`src/rtl/sbba_pkg.sv`:
```
// Shared constants, kind codes and types for the surface bounding box accumulator.
// No dependencies; imported by sbba_cand, surface_bounding_box_accumulator, sbba_checker and testbench.
package sbba_pkg;

	localparam int COORD_WIDTH_DEF = 32;
	localparam int PARAM_W         = 32;
	localparam int KIND_W          = 5;
	localparam int CNT_W           = 3;
	localparam int OUT_W           = 32;
	localparam int NUM_BOUNDS      = 6;

	// hexagon factor 1/sin60 as K / 2^30, rounded product
	localparam int            HEX_K_W   = 31;
	localparam logic [30:0]   HEX_K     = 31'd1239850262;
	localparam int            HEX_SHIFT = 30;
	localparam int            PROD_W    = PARAM_W + HEX_K_W;
	localparam int            HEX_W     = PROD_W - HEX_SHIFT;
	localparam int            OFF_W     = HEX_W + 1;
	localparam int            SUM_W     = OFF_W + 1;

	localparam logic [CNT_W-1:0] CAP_COUNT = 3'd5;
	localparam logic [CNT_W-1:0] ALT_COUNT = 3'd4;

	localparam logic [KIND_W-1:0] KIND_CYL_Z     = 5'd0;
	localparam logic [KIND_W-1:0] KIND_CYL_X     = 5'd1;
	localparam logic [KIND_W-1:0] KIND_CYL_Y     = 5'd2;
	localparam logic [KIND_W-1:0] KIND_CROSS     = 5'd3;
	localparam logic [KIND_W-1:0] KIND_SPHERE    = 5'd4;
	localparam logic [KIND_W-1:0] KIND_CUBOID    = 5'd5;
	localparam logic [KIND_W-1:0] KIND_RECT      = 5'd6;
	localparam logic [KIND_W-1:0] KIND_HEX_Y     = 5'd7;
	localparam logic [KIND_W-1:0] KIND_HEX_X     = 5'd8;
	localparam logic [KIND_W-1:0] KIND_HPRISM_Y  = 5'd9;
	localparam logic [KIND_W-1:0] KIND_HPRISM_X  = 5'd10;
	localparam logic [KIND_W-1:0] KIND_PLANE_X   = 5'd11;
	localparam logic [KIND_W-1:0] KIND_PLANE_Y   = 5'd12;
	localparam logic [KIND_W-1:0] KIND_PLANE_Z   = 5'd13;
	localparam logic [KIND_W-1:0] KIND_CAPCONE_X = 5'd14;
	localparam logic [KIND_W-1:0] KIND_CAPCONE_Y = 5'd15;
	localparam logic [KIND_W-1:0] KIND_CAPCONE_Z = 5'd16;
	localparam logic [KIND_W-1:0] KIND_CONE      = 5'd17;
	localparam logic [KIND_W-1:0] KIND_INFINITE  = 5'd18;
	localparam logic [KIND_W-1:0] KIND_PAD       = 5'd19;
	localparam logic [KIND_W-1:0] KIND_DODECA    = 5'd20;
	localparam logic [KIND_W-1:0] KIND_OCTAGON   = 5'd21;
	localparam logic [KIND_W-1:0] KIND_UNBOUNDED = 5'd22;
	localparam logic [KIND_W-1:0] KIND_GCROSS    = 5'd23;

	localparam int LX = 0;
	localparam int HX = 1;
	localparam int LY = 2;
	localparam int HY = 3;
	localparam int LZ = 4;
	localparam int HZ = 5;

	typedef struct packed {
		logic [NUM_BOUNDS-1:0] en;
		logic                  clear;
		logic                  bad;
	} sbba_ctl_t;

endpackage

```
`src/rtl/sbba_cand.sv`:
```
// Per-kind candidate bounds: picks centre and offset for each of the six bounds,
// adds and saturates to COORD_WIDTH. Depends on sbba_pkg.
module sbba_cand #(
	parameter int COORD_WIDTH = sbba_pkg::COORD_WIDTH_DEF
) (
	input  logic                                  start_new,
	input  logic [sbba_pkg::KIND_W-1:0]           kind,
	input  logic [sbba_pkg::CNT_W-1:0]            cnt,
	input  logic signed [sbba_pkg::PARAM_W-1:0]   pa,
	input  logic signed [sbba_pkg::PARAM_W-1:0]   pb,
	input  logic signed [sbba_pkg::PARAM_W-1:0]   pc,
	input  logic signed [sbba_pkg::PARAM_W-1:0]   pd,
	input  logic signed [sbba_pkg::PARAM_W-1:0]   pe,
	input  logic signed [sbba_pkg::PARAM_W-1:0]   pf,
	input  logic signed [sbba_pkg::OFF_W-1:0]     hex_r,
	output sbba_pkg::sbba_ctl_t                   ctl,
	output logic signed [COORD_WIDTH-1:0]         cand [sbba_pkg::NUM_BOUNDS]
);
	import sbba_pkg::*;

	localparam int EW = (COORD_WIDTH > SUM_W) ? COORD_WIDTH : SUM_W;
	localparam logic signed [COORD_WIDTH-1:0] CMAX = {1'b0, {(COORD_WIDTH-1){1'b1}}};
	localparam logic signed [COORD_WIDTH-1:0] CMIN = {1'b1, {(COORD_WIDTH-1){1'b0}}};
	localparam logic signed [EW-1:0] CMAX_E = EW'(CMAX);
	localparam logic signed [EW-1:0] CMIN_E = EW'(CMIN);

	logic signed [PARAM_W-1:0] ctr [NUM_BOUNDS];
	logic signed [OFF_W-1:0]   off [NUM_BOUNDS];
	logic [2:0]                sp_en;
	logic signed [PARAM_W-1:0] sp_c [3];
	logic signed [OFF_W-1:0]   sp_r [3];
	logic [NUM_BOUNDS-1:0]     en;
	logic                      bad;

	function automatic logic signed [OFF_W-1:0] wide(input logic signed [PARAM_W-1:0] v);
		wide = OFF_W'(v);
	endfunction

	always_comb begin
		en    = '0;
		bad   = 1'b0;
		sp_en = '0;
		for (int i = 0; i < NUM_BOUNDS; i++) begin
			ctr[i] = '0;
			off[i] = '0;
		end
		for (int j = 0; j < 3; j++) begin
			sp_c[j] = '0;
			sp_r[j] = '0;
		end
		unique case (kind)
			KIND_CYL_Z: begin
				sp_en = 3'b011;
				sp_c[0] = pa; sp_r[0] = wide(pc);
				sp_c[1] = pb; sp_r[1] = wide(pc);
				if (cnt == CAP_COUNT) begin
					ctr[LZ] = pd; ctr[HZ] = pe; en[LZ] = 1'b1; en[HZ] = 1'b1;
				end
			end
			KIND_CYL_X: begin
				sp_en = 3'b110;
				sp_c[1] = pa; sp_r[1] = wide(pc);
				sp_c[2] = pb; sp_r[2] = wide(pc);
				if (cnt == CAP_COUNT) begin
					ctr[LX] = pd; ctr[HX] = pe; en[LX] = 1'b1; en[HX] = 1'b1;
				end
			end
			KIND_CYL_Y: begin
				sp_en = 3'b101;
				sp_c[0] = pa; sp_r[0] = wide(pc);
				sp_c[2] = pb; sp_r[2] = wide(pc);
				if (cnt == CAP_COUNT) begin
					ctr[LY] = pd; ctr[HY] = pe; en[LY] = 1'b1; en[HY] = 1'b1;
				end
			end
			KIND_CROSS, KIND_PAD: begin
				sp_en = 3'b011;
				sp_c[0] = pa; sp_r[0] = wide(pd);
				sp_c[1] = pb; sp_r[1] = wide(pd);
			end
			KIND_SPHERE: begin
				sp_en = 3'b111;
				sp_c[0] = pa; sp_r[0] = wide(pd);
				sp_c[1] = pb; sp_r[1] = wide(pd);
				sp_c[2] = pc; sp_r[2] = wide(pd);
			end
			KIND_CUBOID: begin
				ctr[LX] = pa; ctr[HX] = pb; ctr[LY] = pc; ctr[HY] = pd;
				ctr[LZ] = pe; ctr[HZ] = pf;
				en = '1;
			end
			KIND_RECT: begin
				ctr[LX] = pa; ctr[HX] = pb; ctr[LY] = pc; ctr[HY] = pd;
				en[LX] = 1'b1; en[HX] = 1'b1; en[LY] = 1'b1; en[HY] = 1'b1;
			end
			KIND_HEX_Y, KIND_HPRISM_Y: begin
				sp_en = 3'b011;
				sp_c[0] = pa; sp_r[0] = hex_r;
				sp_c[1] = pb; sp_r[1] = wide(pc);
				if (kind == KIND_HPRISM_Y) begin
					ctr[LZ] = pd; ctr[HZ] = pe; en[LZ] = 1'b1; en[HZ] = 1'b1;
				end
			end
			KIND_HEX_X, KIND_HPRISM_X: begin
				sp_en = 3'b011;
				sp_c[1] = pa; sp_r[1] = hex_r;
				sp_c[0] = pb; sp_r[0] = wide(pc);
				if (kind == KIND_HPRISM_X) begin
					ctr[LZ] = pd; ctr[HZ] = pe; en[LZ] = 1'b1; en[HZ] = 1'b1;
				end
			end
			KIND_PLANE_X: begin
				ctr[LX] = pa; ctr[HX] = pa; en[LX] = 1'b1; en[HX] = 1'b1;
			end
			KIND_PLANE_Y: begin
				ctr[LY] = pa; ctr[HY] = pa; en[LY] = 1'b1; en[HY] = 1'b1;
			end
			KIND_PLANE_Z: begin
				ctr[LZ] = pa; ctr[HZ] = pa; en[LZ] = 1'b1; en[HZ] = 1'b1;
			end
			KIND_CAPCONE_X: begin
				ctr[LX] = pa; ctr[HX] = pa;
				if (cnt == CAP_COUNT) begin
					en[HX] = pe[PARAM_W-1];
					en[LX] = !pe[PARAM_W-1];
				end
			end
			KIND_CAPCONE_Y: begin
				ctr[LY] = pb; ctr[HY] = pb;
				if (cnt == CAP_COUNT) begin
					en[HY] = pe[PARAM_W-1];
					en[LY] = !pe[PARAM_W-1];
				end
			end
			KIND_CAPCONE_Z: begin
				ctr[LZ] = pc; ctr[HZ] = pc;
				if (cnt == CAP_COUNT) begin
					en[HZ] = pe[PARAM_W-1];
					en[LZ] = !pe[PARAM_W-1];
				end
			end
			KIND_CONE: begin
				ctr[LZ] = pc; off[LZ] = wide(pe);
				ctr[HZ] = pc; off[HZ] = wide(pe);
				en[HZ] = (pe > 0);
				en[LZ] = !(pe > 0);
			end
			KIND_INFINITE, KIND_UNBOUNDED: begin
			end
			KIND_DODECA: begin
				sp_en = 3'b011;
				sp_c[0] = pa; sp_r[0] = wide(pc);
				sp_c[1] = pb; sp_r[1] = (cnt == ALT_COUNT) ? wide(pd) : wide(pc);
			end
			KIND_OCTAGON, KIND_GCROSS: begin
				sp_en = 3'b011;
				sp_c[0] = pa; sp_r[0] = wide(pc);
				sp_c[1] = pb; sp_r[1] = wide(pc);
			end
			default: bad = 1'b1;
		endcase
		for (int j = 0; j < 3; j++) begin
			if (sp_en[j]) begin
				ctr[2*j]   = sp_c[j];
				off[2*j]   = -sp_r[j];
				ctr[2*j+1] = sp_c[j];
				off[2*j+1] = sp_r[j];
				en[2*j]    = 1'b1;
				en[2*j+1]  = 1'b1;
			end
		end
	end

	assign ctl.en    = en;
	assign ctl.bad   = bad;
	assign ctl.clear = !bad && (start_new || kind == KIND_INFINITE);

	for (genvar i = 0; i < NUM_BOUNDS; i++) begin : g_sat
		logic signed [SUM_W-1:0] sum;
		logic signed [EW-1:0]    sum_e;
		assign sum   = SUM_W'(ctr[i]) + SUM_W'(off[i]);
		assign sum_e = EW'(sum);
		assign cand[i] = (sum_e > CMAX_E) ? CMAX :
			(sum_e < CMIN_E) ? CMIN : COORD_WIDTH'(sum_e);
	end

endmodule

```
`src/rtl/surface_bounding_box_accumulator.sv`:
```
// Surface bounding box accumulator, top level. Depends on sbba_pkg and sbba_cand.
// A request passes the input register, then the hexagon multiply stage, then the box and
// result register on its way to a valid result.
// Throughput: one request per cycle while out_ready does not stall the result register, set by the
// compare-and-update loop on the six box bounds. Reset (arst_n low) empties the box and drops all requests in flight.
module surface_bounding_box_accumulator #(
	parameter int COORD_WIDTH = sbba_pkg::COORD_WIDTH_DEF
) (
	input  logic                                clk,
	input  logic                                arst_n,
	input  logic                                in_valid,
	output logic                                in_ready,
	input  logic                                start_new,
	input  logic [sbba_pkg::KIND_W-1:0]         command,
	input  logic [sbba_pkg::CNT_W-1:0]          param_count,
	input  logic signed [sbba_pkg::PARAM_W-1:0] param_a,
	input  logic signed [sbba_pkg::PARAM_W-1:0] param_b,
	input  logic signed [sbba_pkg::PARAM_W-1:0] param_c,
	input  logic signed [sbba_pkg::PARAM_W-1:0] param_d,
	input  logic signed [sbba_pkg::PARAM_W-1:0] param_e,
	input  logic signed [sbba_pkg::PARAM_W-1:0] param_f,
	output logic                                out_valid,
	input  logic                                out_ready,
	output logic signed [sbba_pkg::OUT_W-1:0]   low_x,
	output logic signed [sbba_pkg::OUT_W-1:0]   high_x,
	output logic signed [sbba_pkg::OUT_W-1:0]   low_y,
	output logic signed [sbba_pkg::OUT_W-1:0]   high_y,
	output logic signed [sbba_pkg::OUT_W-1:0]   low_z,
	output logic signed [sbba_pkg::OUT_W-1:0]   high_z,
	output logic                                bad_kind
);
	import sbba_pkg::*;

	localparam int XW = (COORD_WIDTH > OUT_W) ? COORD_WIDTH : OUT_W;
	localparam logic signed [COORD_WIDTH-1:0] CMAX = {1'b0, {(COORD_WIDTH-1){1'b1}}};
	localparam logic signed [COORD_WIDTH-1:0] CMIN = {1'b1, {(COORD_WIDTH-1){1'b0}}};

	logic                      v_s1, v_s2, out_valid_q;
	logic                      en_s1, en_s2, en_out, adv;
	logic                      start_s1, start_s2;
	logic [KIND_W-1:0]         kind_s1, kind_s2;
	logic [CNT_W-1:0]          cnt_s1, cnt_s2;
	logic signed [PARAM_W-1:0] a_s1, b_s1, c_s1, d_s1, e_s1, f_s1;
	logic signed [PARAM_W-1:0] a_s2, b_s2, c_s2, d_s2, e_s2, f_s2;
	logic signed [OFF_W-1:0]   hex_s2;

	logic [PARAM_W-1:0]        hex_mag;
	logic [PROD_W-1:0]         hex_prod;
	logic [HEX_W-1:0]          hex_p;
	logic signed [OFF_W-1:0]   hex_r;

	sbba_ctl_t                     ctl;
	logic signed [COORD_WIDTH-1:0] cand   [NUM_BOUNDS];
	logic signed [COORD_WIDTH-1:0] box_q  [NUM_BOUNDS];
	logic signed [COORD_WIDTH-1:0] box_nx [NUM_BOUNDS];
	logic signed [OUT_W-1:0]       res_q  [NUM_BOUNDS];
	logic                          bad_q;

	assign en_out   = !out_valid_q || out_ready;
	assign en_s2    = !v_s2 || en_out;
	assign en_s1    = !v_s1 || en_s2;
	assign in_ready = en_s1;
	assign adv      = v_s2 && en_out;

	always_ff @(posedge clk or negedge arst_n) begin
		if (!arst_n) begin
			v_s1 <= 1'b0;
		end else if (en_s1) begin
			v_s1 <= in_valid;
		end
	end

	always_ff @(posedge clk) begin
		if (en_s1 && in_valid) begin
			start_s1 <= start_new;
			kind_s1  <= command;
			cnt_s1   <= param_count;
			a_s1     <= param_a;
			b_s1     <= param_b;
			c_s1     <= param_c;
			d_s1     <= param_d;
			e_s1     <= param_e;
			f_s1     <= param_f;
		end
	end

	// r / sin60, rounded to nearest, ties away from zero
	always_comb begin
		hex_mag  = c_s1[PARAM_W-1] ? (~c_s1 + 1'b1) : c_s1;
		hex_prod = PROD_W'(hex_mag) * PROD_W'(HEX_K);
		hex_prod = hex_prod + (PROD_W'(1) << (HEX_SHIFT - 1));
		hex_p    = hex_prod[PROD_W-1:HEX_SHIFT];
		hex_r    = c_s1[PARAM_W-1] ? -$signed(OFF_W'(hex_p)) : $signed(OFF_W'(hex_p));
	end

	always_ff @(posedge clk or negedge arst_n) begin
		if (!arst_n) begin
			v_s2 <= 1'b0;
		end else if (en_s2) begin
			v_s2 <= v_s1;
		end
	end

	always_ff @(posedge clk) begin
		if (en_s2 && v_s1) begin
			start_s2 <= start_s1;
			kind_s2  <= kind_s1;
			cnt_s2   <= cnt_s1;
			a_s2     <= a_s1;
			b_s2     <= b_s1;
			c_s2     <= c_s1;
			d_s2     <= d_s1;
			e_s2     <= e_s1;
			f_s2     <= f_s1;
			hex_s2   <= hex_r;
		end
	end

	sbba_cand #(
		.COORD_WIDTH(COORD_WIDTH)
	) u_cand (
		.start_new(start_s2),
		.kind     (kind_s2),
		.cnt      (cnt_s2),
		.pa       (a_s2),
		.pb       (b_s2),
		.pc       (c_s2),
		.pd       (d_s2),
		.pe       (e_s2),
		.pf       (f_s2),
		.hex_r    (hex_s2),
		.ctl      (ctl),
		.cand     (cand)
	);

	for (genvar i = 0; i < NUM_BOUNDS; i++) begin : g_box
		logic signed [COORD_WIDTH-1:0] base;
		logic signed [XW-1:0]          wide_nx;
		if (i % 2 == 0) begin : g_low
			assign base      = ctl.clear ? CMAX : box_q[i];
			assign box_nx[i] = (ctl.en[i] && cand[i] < base) ? cand[i] : base;
		end else begin : g_high
			assign base      = ctl.clear ? CMIN : box_q[i];
			assign box_nx[i] = (ctl.en[i] && cand[i] > base) ? cand[i] : base;
		end
		assign wide_nx = XW'(box_nx[i]);

		always_ff @(posedge clk or negedge arst_n) begin
			if (!arst_n) begin
				box_q[i] <= (i % 2 == 0) ? CMAX : CMIN;
			end else if (adv) begin
				box_q[i] <= box_nx[i];
			end
		end

		always_ff @(posedge clk) begin
			if (adv) begin
				res_q[i] <= wide_nx[OUT_W-1:0];
			end
		end
	end

	always_ff @(posedge clk or negedge arst_n) begin
		if (!arst_n) begin
			out_valid_q <= 1'b0;
		end else if (en_out) begin
			out_valid_q <= v_s2;
		end
	end

	always_ff @(posedge clk) begin
		if (adv) begin
			bad_q <= ctl.bad;
		end
	end

	assign out_valid = out_valid_q;
	assign low_x     = res_q[LX];
	assign high_x    = res_q[HX];
	assign low_y     = res_q[LY];
	assign high_y    = res_q[HY];
	assign low_z     = res_q[LZ];
	assign high_z    = res_q[HZ];
	assign bad_kind  = bad_q;

	a_bad_keeps_box: assert property (@(posedge clk) disable iff (!arst_n)
		adv && ctl.bad |=> box_q[LX] == $past(box_q[LX]) && box_q[HX] == $past(box_q[HX])
			&& box_q[LY] == $past(box_q[LY]) && box_q[HY] == $past(box_q[HY])
			&& box_q[LZ] == $past(box_q[LZ]) && box_q[HZ] == $past(box_q[HZ]))
		else $error("box changed on an invalid kind");

	a_box_only_grows: assert property (@(posedge clk) disable iff (!arst_n)
		adv && !ctl.clear |=> box_q[LX] <= $past(box_q[LX]) && box_q[HX] >= $past(box_q[HX])
			&& box_q[LY] <= $past(box_q[LY]) && box_q[HY] >= $past(box_q[HY])
			&& box_q[LZ] <= $past(box_q[LZ]) && box_q[HZ] >= $past(box_q[HZ]))
		else $error("box shrank without a clear");

	a_bad_no_update: assert property (@(posedge clk) disable iff (!arst_n)
		ctl.bad |-> ctl.en == '0 && !ctl.clear)
		else $error("invalid kind drives a bound update");

	a_empty_ready: assert property (@(posedge clk) disable iff (!arst_n)
		!v_s1 |-> in_ready)
		else $error("input stalled with an empty first stage");

	a_result_follows: assert property (@(posedge clk) disable iff (!arst_n)
		adv |=> out_valid)
		else $error("update without a result");

endmodule

```
`config.mk`:
```
export PLATFORM = sky130hd
export DESIGN_NAME = surface_bounding_box_accumulator
export DESIGN_NICKNAME = d
export VERILOG_FILES = /design/src/rtl/sbba_pkg.sv /design/src/rtl/sbba_cand.sv /design/src/rtl/surface_bounding_box_accumulator.sv
export SDC_FILE = /design/constraint.sdc
export NUM_CORES = 2
export LEC_CHECK = 0
export ABC_AREA = 1
export BUFFER_PORTS_ARGS = -buffer_cell sky130_fd_sc_hd__buf_2
export CAP_MARGIN = 20
export CORE_UTILIZATION = 45
export DETAILED_ROUTE_END_ITERATION = 6
export PLACE_DENSITY = 0.71
export SLEW_MARGIN = 10
export SYNTH_ARGS = -nofsm -noshare
export SYNTH_HDL_FRONTEND = slang
export SYNTH_SLANG_ARGS = --single-unit
```
`constraint.sdc`:
```
create_clock -name clk -period 28.1 [get_ports clk]
set_clock_uncertainty 0.15 [all_clocks]
set_input_delay 2.81 -clock clk [delete_from_list [all_inputs] [get_ports clk]]
set_output_delay 2.81 -clock clk [all_outputs]
set_load 0.005 [all_outputs]
```
==> results.cfg <==
[cts]
cts_buffers = 89
clk_latency_ns = 0.77
clock_tree.root_cell = clkbuf_16
cts-hold-fix-buffers = 0
cts_tree = built
cts_setup_buffers = 0
htreeDepth = 3
ctsResizeCount = 0
clk_pin_slew_worst_paths_ns = 0.07
cts_buffer_depth = 3
cts.sinks = 824

[route]
antenna_left = 0
routed_wl_mm = 338.8
vias = 74906
drt-pass1-iter-count = 7
post_drt_via_cell_ratio = 5.927
drc_errors = 5
drt_iter0_markers = 9311
wl_per_cell_um = 26.80

[timing]
rsz0062_at_grt = false
final.setup.worst_slack_ns = 15.72
drv_slew = 0
period_share_pct = 44.07
finalSetupViolCount = 0
hold_viol = 0
max_slew_margin_pct = 9.948
fin_setup_tns_ns = 0
fin_crit_ns = 12.38
worst_pin_slew_ns = 1.346
clock.fmax_mhz = 80.75

[hold_path]
hp-class = reg -> reg
hold_path_depth = 0

[floorplanning]
ios = 400
fp.dieArea_sq_mm = 0.1760
die_y_um = 419.5
die-width_um = 419.5
row_count = 152
initial_core_util_pct = 45.53
core_sq_mm = 0.1723

[logic_synthesis]
yosysSeqAreaShare_pct = 30.45
synthesis.nets = 11321
synth-main-ff-cell = edfxtp_1
synth_edf_count = 629
postSynthAreaPerCell_sq_um = 7.871
ys_seq_elements = 824
post_synth_num_cell_types = 79
netlist_instances = 9967
synthArstFlopShare_pct = 23.67
netlist_area_sq_mm = 0.07845
yosysWarningCount = 0

[worst_setup_path]
critPathMaxFanout = 13
reg2reg_depth = 55
start_kind = flip-flop
cpMostUsedCell = inv_1
endpoint_kind = flip-flop
critical_path_class = reg -> reg
worst_path_max_delay_cell = edfxtp_1
crit_arrival_ns = 12.75
cpPeakStageDelay_ns = 0.66
cp_data_required_time_ns = 28.47

[job]
maxCapViolCount = 0

[placement]
io_buffers = 399
pre_cts_ws_ns = 15.83
dp.cells = 12454
place_hpwl_mm = 269.0
gp_congestion = 1.169

[global_route]
grt_start_max_net_pins = 112
grt_pass1_wl_mm = 487.2
grt_util_all_layers_pct = 38.16
antenna_found_initial = 16
grt_overflow = 0
first_global_vias = 72223

[cells_and_area]
area_growth_pct = 9.690
seq_area_sq_mm = 0.02389
drive_gt1_share_pct = 8.791
finalNonFillerCells = 12639
final_core_util_pct = 49.94
multi_input_area_sq_mm = 0.04751
nets = 11596
fillerInstances = 16587

[run_status]
status = complete, but fails checks
violations = design-rule violations
## flip-flops by register name, indices dropped and copies added (netlist names), 3 cells and up
name and cells:
a_s1 32, a_s2 32, b_s1 32, b_s2 32, box_q 192, c_s1 32
c_s2 32, cnt_s1 3, cnt_s2 3, d_s1 32, d_s2 32, e_s1 32
e_s2 32, f_s1 32, f_s2 32, hex_s2 34, kind_s1 5, kind_s2 5
res_q 192
## through the flow
step	area, sq um	hold slack, ns
CTS	85950	0.2613
finish	86060	0.2618
global route	86030	0.2708
detailed placement	82890	0.2545
global placement	82870	0.2539
floorplan	78450	0.2503
## metal layers
| metal | share of wire [%] | global-route usage [%] | vias to the layer above |
|---|---|---|---|
| met5 | 0.11 | 1.111 | - |
| met4 | 8.6 | 27.23 | 20 |
| met3 | 10 | 11.34 | 997 |
| met2 | 43 | 57.87 | 4110 |
| met1 | 38 | 46.07 | 35986 |
| li1 | - | - | 33793 |
## critical path: cells and delay by family, from the launching register on
| family | cells | cell delay, ns |
|---|---|---|
| AO/OA/AOI/OAI | 4 | 1.11 |
| buffers and inverters | 14 | 1.40 |
| adder cells (fa/ha/maj) | 10 | 4.60 |
| XOR/XNOR | 2 | 0.53 |
| flip-flops | 1 | 0.66 |
| AND/OR/NAND/NOR | 25 | 3.64 |
## logic make-up after synthesis
group | share of synthesized area, %
xor gates and xnor gates | 3.327
buffers and inverters | 9.137
and+or+nand+nor | 21.73
AOI/OAI and AO/OA | 13.52
adders and majority gates | 21.84
DFF | 30.45
## cells in the final DEF (no fill, tap or decap), types with 15 or more instances in the layout
cell,netlist,layout
xor2_1,187,186
o21ai_0,404,403
o41ai_1,31,29
a31oi_1,121,121
a221oi_1,25,25
nand3_1,421,420
nor2_2,26,28
nor4_1,32,31
a41oi_1,17,17
o21a_1,36,36
nand2_1,2262,2258
ha_1,782,782
fa_1,367,367
dfrtp_1,99,99
edfxtp_1,629,629
a21oi_1,745,745
o21ai_1,40,40
inv_2,17,20
xnor2_1,111,111
dfstp_2,96,96
clkinv_1,5,15
and2_1,138,138
clkbuf_16,0,90
o22ai_1,121,121
a211oi_1,22,21
a22oi_1,62,62
o221ai_1,35,35
nand2_2,20,22
buf_2,39,402
nand4_1,158,158
nor2_1,741,734
nor3_1,116,116
a21o_1,20,20
o31ai_1,18,18
inv_1,1535,1526
o21bai_1,52,52
buf_4,9,96
## Yosys cell counts (45+ instances only)
| library cell | instances | area, sq um |
|---|---|---|
| nand2_1 | 2262 | 8491 |
| inv_1 | 1535 | 5762 |
| ha_1 | 782 | 9784 |
| a21oi_1 | 745 | 3729 |
| nor2_1 | 741 | 2781 |
| edfxtp_1 | 629 | 18890 |
| nand3_1 | 421 | 2107 |
| o21ai_0 | 404 | 2022 |
| fa_1 | 367 | 7347 |
| clkbuf_1 | 221 | 829.6 |
| xor2_1 | 187 | 1638 |
| nand4_1 | 158 | 988.5 |
| and2_1 | 138 | 863.3 |
| a31oi_1 | 121 | 757.0 |
| o22ai_1 | 121 | 757.0 |
| nor3_1 | 116 | 580.6 |
| xnor2_1 | 111 | 972.2 |
| dfrtp_1 | 99 | 2477 |
| dfstp_2 | 96 | 2522 |
| a22oi_1 | 62 | 465.5 |
| o21bai_1 | 52 | 390.4 |
| buf_1 | 45 | 168.9 |
## worst paths after layout
check / start / to / slack, ns
max: c_s1[0]$_DFFE_PP_ / hex_s2[19]$_DFFE_PP_ / 15.72
min: a_s1[3]$_DFFE_PP_ / a_s2[3]$_DFFE_PP_ / 0.26
max reg2reg: c_s1[0]$_DFFE_PP_ / hex_s2[19]$_DFFE_PP_ / 15.72
min reg2reg: a_s1[3]$_DFFE_PP_ / a_s2[3]$_DFFE_PP_ / 0.26
max in group asynchronous: arst_n / box_q[191]$_DFFE_PN0P_ / 23.53
min in group asynchronous: arst_n / box_q[22]$_DFFE_PN0P_ / 2.01
## cell type report
cell class | count | share of cell area [%]
antenna | 12 | 0.03489
clock buffer | 105 | 2.764
inverter | 1559 | 6.836
timing repair buffer | 503 | 3.247
clock inverter | 61 | 0.7939
sequential | 824 | 27.76
multi-input combinational | 7265 | 55.21
tap | 2310 | 3.359
Power is left out: the tool's default activity adds up to more than one toggle a clock period on the data nets, which glitch-free logic cannot reach.
